$ cat src/rtl/sll_pkg.sv
// shared types, token kinds, scan modes and keyword matching for the lexer
// used by all lexer modules; no dependencies
package sll_pkg;

    localparam int PosBitsDefault    = 16;
    localparam int KeywordMaxDefault = 6;

    localparam logic [5:0] K_DOT      = 6'd5;
    localparam logic [5:0] K_SLASH    = 6'd9;
    localparam logic [5:0] K_OPBASE   = 6'd11;
    localparam logic [5:0] K_IDENT    = 6'd19;
    localparam logic [5:0] K_STRING   = 6'd20;
    localparam logic [5:0] K_NUMBER   = 6'd21;
    localparam logic [5:0] K_ERR_CHAR = 6'd38;
    localparam logic [5:0] K_ERR_STR  = 6'd39;
    localparam logic [5:0] K_END      = 6'd40;

    typedef enum logic [3:0] {
        M_IDLE    = 4'd0,
        M_OP      = 4'd1,
        M_SLASH   = 4'd2,
        M_COMMENT = 4'd3,
        M_IDENT   = 4'd4,
        M_INT     = 4'd5,
        M_DOT     = 4'd6,
        M_FRAC    = 4'd7,
        M_STRING  = 4'd8,
        M_DONE    = 4'd9
    } t_mode;

    typedef struct packed {
        logic [5:0]  kind;
        logic [15:0] start;
        logic [15:0] len;
        logic [15:0] line;
    } t_tok;

    typedef struct packed {
        logic [1:0] cnt;
        t_tok       t0;
        t_tok       t1;
    } t_emit;

    function automatic logic is_digit(input logic [7:0] c);
        return (c >= "0") && (c <= "9");
    endfunction

    function automatic logic is_alpha(input logic [7:0] c);
        return ((c >= "A") && (c <= "Z")) || ((c >= "a") && (c <= "z")) || (c == "_");
    endfunction

    function automatic logic [5:0] punct_kind(input logic [7:0] c);
        case (c)
            "(": return 6'd0;
            ")": return 6'd1;
            "{": return 6'd2;
            "}": return 6'd3;
            ",": return 6'd4;
            ".": return 6'd5;
            "-": return 6'd6;
            "+": return 6'd7;
            ";": return 6'd8;
            "/": return 6'd9;
            "*": return 6'd10;
            default: return K_ERR_CHAR;
        endcase
    endfunction

    // p holds the first six bytes, p[0] first; n is the identifier length
    function automatic logic [5:0] kw_kind(input logic [5:0][7:0] p, input logic [2:0] n);
        logic [47:0] w;
        w = {p[0], p[1], p[2], p[3], p[4], p[5]};
        case (n)
            3'd2: begin
                case (w[47:32])
                    "if": return 6'd28;
                    "or": return 6'd30;
                    default: return K_IDENT;
                endcase
            end
            3'd3: begin
                case (w[47:24])
                    "and": return 6'd22;
                    "for": return 6'd26;
                    "fun": return 6'd27;
                    "nil": return 6'd29;
                    "var": return 6'd36;
                    default: return K_IDENT;
                endcase
            end
            3'd4: begin
                case (w[47:16])
                    "else": return 6'd24;
                    "this": return 6'd34;
                    "true": return 6'd35;
                    default: return K_IDENT;
                endcase
            end
            3'd5: begin
                case (w[47:8])
                    "class": return 6'd23;
                    "false": return 6'd25;
                    "print": return 6'd31;
                    "super": return 6'd33;
                    "while": return 6'd37;
                    default: return K_IDENT;
                endcase
            end
            3'd6: begin
                case (w)
                    "return": return 6'd32;
                    default: return K_IDENT;
                endcase
            end
            default: return K_IDENT;
        endcase
    endfunction

endpackage

$ cat src/rtl/script_language_lexer_top.sv
// lexer top level: input register, scanner core and token queue
// depends on sll_pkg, sll_core, sll_outq
// a byte is registered, then its tokens enter the queue when it has room and appear
// on the output straight from the queue; throughput one byte per cycle while the queue
// has room; tokens drain one per cycle when taken, so multi-token bytes can stall input
// reset: synchronous active low; scanner idle, position 0, line 1, queue empty
module script_language_lexer_top #(
    parameter int POS_BITS    = sll_pkg::PosBitsDefault,
    parameter int KEYWORD_MAX = sll_pkg::KeywordMaxDefault
) (
    input  logic        i_clk,
    input  logic        i_rst_n,
    input  logic        s_axis_tvalid,
    output logic        s_axis_tready,
    input  logic [7:0]  s_axis_tdata,   // char_in
    output logic        m_axis_tvalid,
    input  logic        m_axis_tready,
    output logic [55:0] m_axis_tdata,   // token_kind, start_pos, token_len, line_no, 2'b0 pad
    output logic        m_axis_tlast    // run_last
);
    logic       r_v;
    logic [7:0] r_c;
    logic       space, step;
    logic [1:0] cnt;
    sll_pkg::t_tok t0, t1, t2, tq;

    assign step = r_v && space;
    assign s_axis_tready = !r_v || space;

    always_ff @(posedge i_clk) begin
        if (!i_rst_n) r_v <= 1'b0;
        else if (s_axis_tready) r_v <= s_axis_tvalid;
    end
    always_ff @(posedge i_clk) begin
        if (s_axis_tready && s_axis_tvalid) r_c <= s_axis_tdata;
    end

    sll_core #(.POS_BITS(POS_BITS), .KEYWORD_MAX(KEYWORD_MAX)) u_core (
        .i_clk, .i_rst_n, .i_step(step), .i_char(r_c),
        .o_cnt(cnt), .o_tok0(t0), .o_tok1(t1), .o_tok2(t2)
    );

    sll_outq u_q (
        .i_clk, .i_rst_n, .i_push(step), .i_cnt(cnt),
        .i_tok0(t0), .i_tok1(t1), .i_tok2(t2),
        .o_space(space), .o_valid(m_axis_tvalid), .o_tok(tq), .o_last(m_axis_tlast),
        .i_ready(m_axis_tready)
    );

    assign m_axis_tdata = {2'b00, tq.line, tq.len, tq.start, tq.kind};

    a_hold_while_stalled: assert property (@(posedge i_clk) disable iff (!i_rst_n)
        m_axis_tvalid && !m_axis_tready |=> m_axis_tvalid && $stable(m_axis_tdata)
            && $stable(m_axis_tlast)) else $error("output item changed while stalled");
    a_no_step_without_space: assert property (@(posedge i_clk) disable iff (!i_rst_n)
        step |-> space) else $error("step without room");
    a_kind_range: assert property (@(posedge i_clk) disable iff (!i_rst_n)
        m_axis_tvalid |-> tq.kind <= sll_pkg::K_END) else $error("kind out of range");
endmodule

$ cat src/rtl/sll_core.sv
// scanner state and per-byte token decision: up to three tokens per item
// depends on sll_pkg
module sll_core #(
    parameter int POS_BITS    = sll_pkg::PosBitsDefault,
    parameter int KEYWORD_MAX = sll_pkg::KeywordMaxDefault
) (
    input  logic           i_clk,
    input  logic           i_rst_n,
    input  logic           i_step,
    input  logic [7:0]     i_char,
    output logic [1:0]     o_cnt,
    output sll_pkg::t_tok  o_tok0,
    output sll_pkg::t_tok  o_tok1,
    output sll_pkg::t_tok  o_tok2
);
    localparam logic [POS_BITS-1:0] PosMax = {POS_BITS{1'b1}};
    localparam int KB = $clog2(KEYWORD_MAX);

    sll_pkg::t_mode r_mode, n_mode;
    logic [1:0]          r_op, n_op;
    logic [POS_BITS-1:0] r_pos, r_start, n_start;
    logic [15:0]         r_line, n_line;
    logic [KEYWORD_MAX-1:0][7:0] r_pfx;
    logic                pfx_we;
    logic [KB-1:0]       pfx_idx;

    logic [POS_BITS-1:0] diff, dp;
    logic [15:0] diff16, line_now;
    logic idle, adv;
    logic [5:0][7:0] p6;
    logic [2:0] klen;
    sll_pkg::t_tok tk[3];
    logic [1:0] cnt;

    function automatic logic [15:0] sat16(input logic [POS_BITS-1:0] v);
        if (POS_BITS > 16 && (v >> 16) != '0) return 16'hFFFF;
        return 16'(v);
    endfunction

    assign diff   = r_pos - r_start;
    assign diff16 = sat16(diff);
    assign dp     = (r_pos > r_start) ? r_pos - 1'b1 : r_start;

    // klen of 7 stands for any identifier longer than six bytes
    always_comb begin
        for (int j = 0; j < 6; j++) p6[j] = (j < KEYWORD_MAX) ? r_pfx[j] : 8'd0;
        klen = (diff > POS_BITS'(6)) ? 3'd7 : 3'(diff);
    end

    always_comb begin
        n_mode = r_mode; n_op = r_op; n_start = r_start; n_line = r_line;
        idle = 1'b0; adv = 1'b1; cnt = 2'd0;
        pfx_we = 1'b0; pfx_idx = '0;
        for (int j = 0; j < 3; j++) tk[j] = '0;
        line_now = r_line;
        case (r_mode)
            sll_pkg::M_DONE: begin
                adv = 1'b0;
                if (i_char == 8'd0) begin
                    tk[0] = '{sll_pkg::K_END, 16'(r_pos), 16'd0, r_line}; cnt = 2'd1;
                end
            end
            sll_pkg::M_COMMENT: begin
                if (i_char == 8'h0A || i_char == 8'd0) begin n_mode = sll_pkg::M_IDLE; idle = 1'b1; end
            end
            sll_pkg::M_SLASH: begin
                if (i_char == "/") n_mode = sll_pkg::M_COMMENT;
                else begin
                    tk[0] = '{sll_pkg::K_SLASH, 16'(r_start), 16'd1, r_line}; cnt = 2'd1;
                    n_mode = sll_pkg::M_IDLE; idle = 1'b1;
                end
            end
            sll_pkg::M_OP: begin
                if (i_char == "=") begin
                    tk[0] = '{sll_pkg::K_OPBASE + {3'd0, r_op, 1'b1}, 16'(r_start), 16'd2, r_line};
                    cnt = 2'd1; n_mode = sll_pkg::M_IDLE;
                end else begin
                    tk[0] = '{sll_pkg::K_OPBASE + {3'd0, r_op, 1'b0}, 16'(r_start), 16'd1, r_line};
                    cnt = 2'd1; n_mode = sll_pkg::M_IDLE; idle = 1'b1;
                end
            end
            sll_pkg::M_IDENT: begin
                if (sll_pkg::is_alpha(i_char) || sll_pkg::is_digit(i_char)) begin
                    if (diff < POS_BITS'(KEYWORD_MAX)) begin pfx_we = 1'b1; pfx_idx = KB'(diff); end
                end else begin
                    tk[0] = '{sll_pkg::kw_kind(p6, klen), 16'(r_start), diff16, r_line};
                    cnt = 2'd1; n_mode = sll_pkg::M_IDLE; idle = 1'b1;
                end
            end
            sll_pkg::M_INT: begin
                if (i_char == ".") n_mode = sll_pkg::M_DOT;
                else if (!sll_pkg::is_digit(i_char)) begin
                    tk[0] = '{sll_pkg::K_NUMBER, 16'(r_start), diff16, r_line}; cnt = 2'd1;
                    n_mode = sll_pkg::M_IDLE; idle = 1'b1;
                end
            end
            sll_pkg::M_DOT: begin
                if (sll_pkg::is_digit(i_char)) n_mode = sll_pkg::M_FRAC;
                else begin
                    tk[0] = '{sll_pkg::K_NUMBER, 16'(r_start), sat16(dp - r_start), r_line};
                    tk[1] = '{sll_pkg::K_DOT, 16'(dp), 16'd1, r_line}; cnt = 2'd2;
                    n_mode = sll_pkg::M_IDLE; idle = 1'b1;
                end
            end
            sll_pkg::M_FRAC: begin
                if (!sll_pkg::is_digit(i_char)) begin
                    tk[0] = '{sll_pkg::K_NUMBER, 16'(r_start), diff16, r_line}; cnt = 2'd1;
                    n_mode = sll_pkg::M_IDLE; idle = 1'b1;
                end
            end
            sll_pkg::M_STRING: begin
                if (i_char == "\"") begin
                    tk[0] = '{sll_pkg::K_STRING, 16'(r_start),
                              sat16(diff + 1'b1) | {16{diff == PosMax}}, r_line};
                    cnt = 2'd1; n_mode = sll_pkg::M_IDLE;
                end else if (i_char == 8'd0) begin
                    tk[0] = '{sll_pkg::K_ERR_STR, 16'(r_start), diff16, r_line}; cnt = 2'd1;
                    n_mode = sll_pkg::M_IDLE; idle = 1'b1;
                end else if (i_char == 8'h0A && r_line != 16'hFFFF) begin
                    n_line = r_line + 16'd1;
                end
            end
            default: begin n_mode = sll_pkg::M_IDLE; idle = 1'b1; end
        endcase

        if (idle) begin
            if (i_char == 8'd0) begin
                tk[cnt] = '{sll_pkg::K_END, 16'(r_pos), 16'd0, line_now};
                cnt = cnt + 2'd1; n_mode = sll_pkg::M_DONE; adv = 1'b0;
            end else if (i_char == " " || i_char == 8'h0D || i_char == 8'h09) begin
                n_mode = sll_pkg::M_IDLE;
            end else if (i_char == 8'h0A) begin
                if (r_line != 16'hFFFF) n_line = r_line + 16'd1;
            end else if (i_char == "/") begin
                n_start = r_pos; n_mode = sll_pkg::M_SLASH;
            end else if (sll_pkg::is_alpha(i_char)) begin
                n_start = r_pos; pfx_we = 1'b1; pfx_idx = '0; n_mode = sll_pkg::M_IDENT;
            end else if (sll_pkg::is_digit(i_char)) begin
                n_start = r_pos; n_mode = sll_pkg::M_INT;
            end else if (i_char == "\"") begin
                n_start = r_pos; n_mode = sll_pkg::M_STRING;
            end else if (i_char == "!" || i_char == "=" || i_char == ">" || i_char == "<") begin
                n_start = r_pos; n_mode = sll_pkg::M_OP;
                n_op = (i_char == "!") ? 2'd0 : (i_char == "=") ? 2'd1
                     : (i_char == ">") ? 2'd2 : 2'd3;
            end else begin
                tk[cnt] = '{sll_pkg::punct_kind(i_char), 16'(r_pos), 16'd1, line_now};
                cnt = cnt + 2'd1;
            end
        end
    end

    always_ff @(posedge i_clk) begin
        if (!i_rst_n) begin
            r_mode <= sll_pkg::M_IDLE; r_op <= '0; r_pos <= '0; r_start <= '0; r_line <= 16'd1;
        end else if (i_step) begin
            r_mode <= n_mode; r_op <= n_op; r_start <= n_start; r_line <= n_line;
            if (adv && r_pos != PosMax) r_pos <= r_pos + 1'b1;
        end
    end

    always_ff @(posedge i_clk) begin
        if (i_step && pfx_we) r_pfx[pfx_idx] <= i_char;
    end

    assign o_cnt  = cnt;
    assign o_tok0 = tk[0];
    assign o_tok1 = tk[1];
    assign o_tok2 = tk[2];
endmodule

$ cat src/rtl/sll_outq.sv
// token queue: takes up to three tokens per item, drains one per cycle when taken
// depends on sll_pkg
module sll_outq (
    input  logic           i_clk,
    input  logic           i_rst_n,
    input  logic           i_push,
    input  logic [1:0]     i_cnt,
    input  sll_pkg::t_tok  i_tok0,
    input  sll_pkg::t_tok  i_tok1,
    input  sll_pkg::t_tok  i_tok2,
    output logic           o_space,
    output logic           o_valid,
    output sll_pkg::t_tok  o_tok,
    output logic           o_last,
    input  logic           i_ready
);
    localparam int Depth = 8;
    sll_pkg::t_tok r_q[Depth];
    logic          r_l[Depth];
    logic [2:0] r_rd, r_wr;
    logic [3:0] r_fill, n_fill;
    logic pop;

    assign o_valid = r_fill != 4'd0;
    assign pop     = o_valid && i_ready;
    assign o_tok   = r_q[r_rd];
    assign o_last  = r_l[r_rd];
    // room for three more even without a pop this cycle
    assign o_space = r_fill <= 4'd5;
    assign n_fill  = r_fill + (i_push ? {2'b0, i_cnt} : 4'd0) - {3'b0, pop};

    always_ff @(posedge i_clk) begin
        if (!i_rst_n) begin
            r_rd <= '0; r_wr <= '0; r_fill <= '0;
        end else begin
            if (pop) r_rd <= r_rd + 3'd1;
            if (i_push) r_wr <= r_wr + {1'b0, i_cnt};
            r_fill <= n_fill;
        end
    end

    always_ff @(posedge i_clk) begin
        if (i_push) begin
            if (i_cnt >= 2'd1) begin r_q[r_wr] <= i_tok0; r_l[r_wr] <= i_cnt == 2'd1; end
            if (i_cnt >= 2'd2) begin
                r_q[r_wr + 3'd1] <= i_tok1; r_l[r_wr + 3'd1] <= i_cnt == 2'd2;
            end
            if (i_cnt == 2'd3) begin r_q[r_wr + 3'd2] <= i_tok2; r_l[r_wr + 3'd2] <= 1'b1; end
        end
    end
endmodule
$ cat config.mk
export PLATFORM = sky130hd
export DESIGN_NAME = script_language_lexer_top
export DESIGN_NICKNAME = d
export VERILOG_FILES = /design/src/rtl/sll_pkg.sv /design/src/rtl/script_language_lexer_top.sv /design/src/rtl/sll_core.sv /design/src/rtl/sll_outq.sv
export SDC_FILE = /design/constraint.sdc
export NUM_CORES = 1
export LEC_CHECK = 0
export BUFFER_PORTS_ARGS = -buffer_cell sky130_fd_sc_hd__buf_2
export CORE_MARGIN = 1.5
export CORE_UTILIZATION = 48
export DETAILED_ROUTE_END_ITERATION = 6
export SLEW_MARGIN = 10
export SYNTH_ARGS = -nofsm -noshare
export SYNTH_HDL_FRONTEND = slang
export SYNTH_SLANG_ARGS = --single-unit
$ cat constraint.sdc
create_clock -name i_clk -period 23.9 [get_ports i_clk]
set_input_delay 4.78 -clock i_clk [delete_from_list [all_inputs] [get_ports i_clk]]
set_output_delay 4.78 -clock i_clk [all_outputs]
set_load 0.03 [all_outputs]
-- Word-level counts from Yosys, hierarchy flattened
Memory sizes are Yosys's and may differ from the RTL's. A register that Yosys moved wholly into a read port is not among the register bits.
Index checks and enable logic that the tools add are counted.
- $mul: 0
- reduce and logical (&&, ||, !) cells: 29
- multiplexer cells: 141
- add/subtract/negate cells: 15
- div/mod/pow operators: 0
- eq/ne operators: 57
- bitwise logic cells: 9
- magnitude comparators: 16
- shift operators: 0
- operators by type and width (cell ; number):
    162-bit 2-to-1 mux ; 9
    54-bit 2-to-1 mux ; 8
    54-bit one-hot mux with 8 select lines ; 1
    162-bit bitwise mux ; 2
    16-bit 2-to-1 mux ; 15
    40-bit by 39-bit == test with 1-bit output (second input constant) ; 5
    24-bit by 23-bit == test with 1-bit output (second input constant) ; 5
    8-bit by 6-bit == test with 1-bit output (second input constant) ; 15
    54-bit demux with 2-bit select ; 1
    107-bit 2-to-1 mux ; 1
    32-bit by 31-bit == test with 1-bit output (second input constant) ; 3
    6-bit one-hot mux with 5 select lines ; 3
    4-bit 2-to-1 mux ; 15
    6-bit 2-to-1 mux ; 10
    6-bit one-hot mux with 10 select lines ; 1
    53-bit 2-to-1 mux ; 1
    52-bit 2-to-1 mux ; 1
    16-bit by 1-bit adder with 16-bit output (second input constant) ; 3
    48-bit bitwise mux ; 1
    48-bit by 47-bit == test with 1-bit output (second input constant) ; 1
    3-bit 2-to-1 mux ; 15
    1-bit 2-to-1 mux ; 34
    16-bit by 15-bit == test with 1-bit output (second input constant) ; 2
    2-bit 2-to-1 mux ; 16
    other kinds (55) ; 99
- register bits after elaboration: 121
- input port bits: 12
- memory bits (read-only): 0
- bits in latches: 0
- memories kept: 2
- output and inout bits: 59
- logic and storage cells: 285
- RAM bits: 440
- memories (name ; words ; bits a word ; read ports ; clocked after memory_dff ; wr ports ; line ; RTL):
    u_q.r_q ; 8 ; 54 ; 1 ; 1 ; 3 ; sll_outq.sv:18 ; sll_pkg::t_tok r_q[Depth];
    u_q.r_l ; 8 ; 1 ; 1 ; 1 ; 3 ; sll_outq.sv:19 ; logic r_l[Depth];

-- Depth between registers and ports, before layout
- depth in word-level cells: 23
- mapped depth: 25
- depth with buffers taken out: 22

-- By module
From an unflattened synthesis, not the netlist that was laid out.
- cells, all modules: 4337
- area total of the unflattened synthesis: 38401.8 sq um
- modules (own cells, without submodules) (module ; sequential area each (sq um) ; area an instance (sq um) ; cells an instance ; times used):
    sll_outq ; 13392.8 ; 26900.8 ; 2878 ; 1
    sll_core ; 2522.4 ; 11177.0 ; 1442 ; 1
    script_language_lexer_top ; 260.2 ; 324.1 ; 17 ; 1

-- Worst setup path before layout
OpenSTA, ideal clock, no wires.
- path kind: reg2reg
- from: register r_c[6]
- to: memory u_q.r_q[0][0] (netlist bit) (enable)
- data arrival time: 7.141 ns
- slack: 16.219 ns
- cell stages (with the launch flop): 14
- clock period less this slack: 7.681 ns
- buffers on the path: 1
- required time: 23.360 ns
- path through: edfxtp_1 -> or4b_1 -> buf_2 -> or3_4 -> o2111a_1 -> nor4_4 -> ha_1 -> nor2_1 -> o21a_1 -> nor4_2 -> o21ai_1 -> nor2_2 -> nor2_1 -> o21ai_0
- RTL lines (what ; line ; RTL):
    from (decl) ; script_language_lexer_top.sv:22 ; logic [7:0] r_c;
    from (signal assigned) ; script_language_lexer_top.sv:35 ; if (s_axis_tready && s_axis_tvalid) r_c <= s_axis_tdata;
    to (decl) ; sll_outq.sv:18 ;

==> metrics.md <==
| Metric | Value |
|---|---|
| Hold path startpoint | `u_q.r_rd[1]$_SDFFE_PN0P_` |
| Pwr/cell area | `90.0 mW/mm^2` |
| First-pass GRT wire length | `160,000 um` |
| VDD IR max | `~0.065 mV` |
| Routed vias | `25,500` |
| Gr usage total | `0.312` |
| Min Tclk post-route | `8.20 ns` |
| Yosys cell types | `98` |
| Area of the multi-input gates | `0.0150 mm^2` |
| DRC viols | `18` |
| Failing checks | `DRC` |
| Syn avg cell area | `10.9 um^2` |
| MaxCap Viol Count | `0` |
| 1st-pass router iterations | `7` |
| Final Setup Violations | `0` |
| FF-to-FF path depth | `15` |
| Slew Limit Fails | `0` |
| EDFF count, synth | `488` |
| IO Port Bufs | `68` |
| Initial Util | `0.487` |
| CTS tree | `yes` |
| Cell Area, Synth | `approximately 0.032 mm^2` |
| RSZ-0062 raised after global routing | `no` |
| Register share of total power | `0.372` |
| Routability cong. | `1.03` |
| Final Cycle Share | `0.343` |
| Switching pwr | `1.12 mW` |
| Post-CTS sizing | `0` |
| R2r setup slk | `16.64 ns` |
| CP endpoint kind | `output port` |
| Largest net degree at the start of global routing | `59` |
| Fin nets | `2,994` |
| Ant. Diodes | `0` |
| Comb pwr share | `0.332` |
| Seq/Total Area, Yosys | `0.502` |
| Sw Ratio | `0.352` |
| Routed Antenna Nets | `0` |
| CTS root buf | `clkbuf_16` |
| DRT iter0 DRCs | `3,175` |
| Max Clock Freq | `~120 MHz` |
| Slew Limit Headroom | `0.0898` |
| Non-Filler Instances | `3,841` |
| Number of fill cells | `~5,800` |
| Via-to-Cell Ratio | `about 6.6` |
| CP max FO | `58` |
| Placed wire-length estimate | `73,400 um` |
| Layout cells sized above 1 | `0.159` |
| Die Wd | `about 260 um` |
| Clock Latency Late Sink | `between 0.6 and 0.7 ns` |
| H-tree depth | `2` |
| Ys async rst share | `0` |
| Crit path DAT | `3.42 ns` |
| Cell row count | `94` |
| Setup tns final | `0 ns` |
| Placed cell count | `3,730` |
| Routed length per placed instance | `28.1 um` |
| Worst min path class | `register to register` |
| WL final | `108,000 um` |
| Measured slew at the worst slew-check pin | `about 1.4 ns` |
| CTS Buffer Depth | `3` |
| CTS hold repair buffers | `0` |
| Synth warnings | `0` |
| Startpoint type of the worst setup path | `register` |
| Synthesis-stage register bit count | `564` |
| Cell Int Power | `about 2 mW` |
| Post-DP Area | `0.0333 mm^2` |
| Reg-to-Reg End | `u_q.r_q[5][40]$_DFFE_PP_` |
| Num CTS Buffers | `59` |
| Leak | `12.1 nW` |
| Fin area | `0.0353 mm^2` |
| Vias in the first global route | `24,700` |
| Synthesized instance count | `2,950` |
| Clk sinks | `564` |
| Sequential cell area | `0.0162 mm^2` |
| CP Data Required Time | `19.12 ns` |
| Syn-to-layout area delta | `9.65%` |
| Initial antenna violation count | `1` |
| Reg2reg start | `r_c[6]$_DFFE_PP_` |
| Die area | `0.0687 mm^2` |
| I/O pin count | `between 70 and 80` |
| Hold Crit Depth | `2` |
| Clock transition at the registers of the reported paths | `0.06 ns` |
| Die H | `about 260 um` |
| Critical path type | `register to output port` |
| Prevailing post-synth register cell | `edfxtp_1` |
| Core area | `0.0661 mm^2` |
| Post-CTS setup buffer count | `0` |
| Clk network pwr share | `0.296` |
| Outcome | `complete, but fails checks` |
| Count of final hold-check violations | `0` |
| Grt total ovfl | `0` |
| Clock Skew | `between 0.04 and 0.05 ns` |
-- worst max path at each step --
stage / start / endpoint / slack [ns]
final: register / m_axis_tdata[34] / 15.70
after CTS: register / m_axis_tdata[34] / 15.72
after global routing: register / m_axis_tdata[34] / 15.63
after detailed placement: register / m_axis_tdata[34] / 16.38
after floorplan: r_c[6]$_DFFE_PP_ / u_q.r_q[0][0]$_DFFE_PP_ / 16.22
after global placement: register / m_axis_tdata[34] / 16.44
-- cell families after synthesis --
logic type,Yosys count,share of synthesized area
and+or+nand+nor,1126,0.177
AOI/OAI and AO/OA,664,0.139
adders and majority gates,55,0.0223
buffers and inverters,278,0.0356
DFF,564,0.502
muxes,189,0.104
other,1,0.000116
xor gates and xnor gates,73,0.0199
-- through the flow --
| step | power, mW | hold WS (ns) | util | setup WS, ns |
|---|---|---|---|---|
| final | 3.18 | 0.500 | 0.534 | 15.70 |
| after global routing | 3.30 | 0.547 | 0.534 | 15.63 |
| after CTS | 3.18 | 0.505 | 0.534 | 15.72 |
| after detailed placement | 2.25 | 0.494 | 0.504 | 16.38 |
| after global placement | 2.24 | 0.495 | 0.504 | 16.44 |
| after floorplan | 1.94 | 0.454 | - | 16.22 |
-- sequential cells by signal (all words and copies together) (netlist names), named ones only --
signal	count
u_q.r_wr	3
u_q.r_l	8
u_core.p6	48
r_c	8
u_core.r_pos	16
u_q.r_q	432
u_core.line_now	16
u_core.r_start	16
u_core.r_op	2
u_q.r_rd	3
u_core.r_mode	4
r_v	1
u_q.r_fill	4
-- layer usage --
metal,global-route usage,vias up,routed length [um]
met4,0.114,0,3760
met1,0.424,12700,44100
met5,0,-,0
met3,0.0597,264,9910
met2,0.497,1426,50300
li1,-,11200,-
-- synth_stat cells (9+ instances only) --
library cell | instances | area (um^2)
buf_1 | 25 | 93.8
dfxtp_1 | 76 | 1520
nor4bb_1 | 11 | 110
nand2b_1 | 21 | 131
nand3_1 | 61 | 305
nor4_1 | 26 | 163
xnor2_1 | 41 | 359
o211ai_1 | 29 | 218
a21oi_1 | 151 | 756
nor4b_1 | 12 | 105
ha_1 | 51 | 638
and2_1 | 73 | 457
a211oi_1 | 27 | 203
o22ai_1 | 55 | 344
nor3_1 | 58 | 290
clkbuf_1 | 159 | 597
mux2_2 | 59 | 664
o31ai_1 | 14 | 105
nand2_1 | 200 | 751
xor2_1 | 32 | 280
buf_2 | 17 | 85.1
a22oi_1 | 33 | 248
nand4_1 | 28 | 175
a21o_1 | 16 | 120
or3_1 | 32 | 200
a22o_1 | 15 | 131
o21ai_1 | 9 | 45.0
or2_2 | 10 | 62.6
buf_4 | 9 | 67.6
edfxtp_1 | 488 | 14700
mux4_2 | 110 | 2480
nor2_1 | 405 | 1520
and3_1 | 12 | 75.1
inv_1 | 58 | 218
o21a_1 | 30 | 225
mux2i_1 | 20 | 200
o21ai_0 | 98 | 490
a221oi_1 | 85 | 744
a21boi_0 | 10 | 75.1
nor2b_1 | 94 | 588
or4_1 | 12 | 90.1
nand3b_1 | 11 | 82.6
a31oi_1 | 24 | 150
-- power by group through the flow --
| stage | combinational (mW) | sequential [mW] | clock (mW) |
|---|---|---|---|
| 6_report | 1.06 | 1.18 | 0.940 |
| 3_5_place_dp | 1.05 | 1.20 | 0 |
| 5_1_grt | 1.13 | 1.19 | 0.987 |
| 4_1_cts | 1.05 | 1.18 | 0.951 |
| 2_1_floorplan | 0.764 | 1.17 | 0 |
| 3_3_place_gp | 1.04 | 1.20 | 0 |
-- layout make-up --
class / instances / share of cell area
clock buffers: 77 / 0.0456
clock inverters: 34 / 0.0102
inverters: 60 / 0.00638
multi-input cells: 2109 / 0.425
flip-flops and latches: 564 / 0.458
well taps: 864 / 0.0306
repair buffers: 133 / 0.0235
-- worst max-delay path, cell delays in order (launching register included) --
cell	delay, ns
dfxtp_4	0.85
buf_4	0.80
mux4_2	0.43
mux2_2	0.32
buf_2	0.19
-- layout by cell type (no fill, tap or decap), types with 26 or more instances in the layout --
master	netlist	final
a211oi_1	27	26
a21oi_1	151	149
a221oi_1	85	85
a22oi_1	33	33
and2_1	73	73
buf_2	17	68
buf_4	9	65
clkbuf_16	0	60
dfxtp_1	76	73
edfxtp_1	488	488
ha_1	51	51
inv_1	58	57
mux2_2	59	59
mux4_2	110	110
nand2_1	200	200
nand3_1	61	61
nand4_1	28	28
nor2_1	405	405
nor2b_1	94	94
nor3_1	58	56
nor4_1	26	26
o211ai_1	29	29
o21a_1	30	30
o21ai_0	98	90
o22ai_1	55	55
or3_1	32	32
xnor2_1	41	41
xor2_1	32	32
Power figures use the tool's default switching activity.
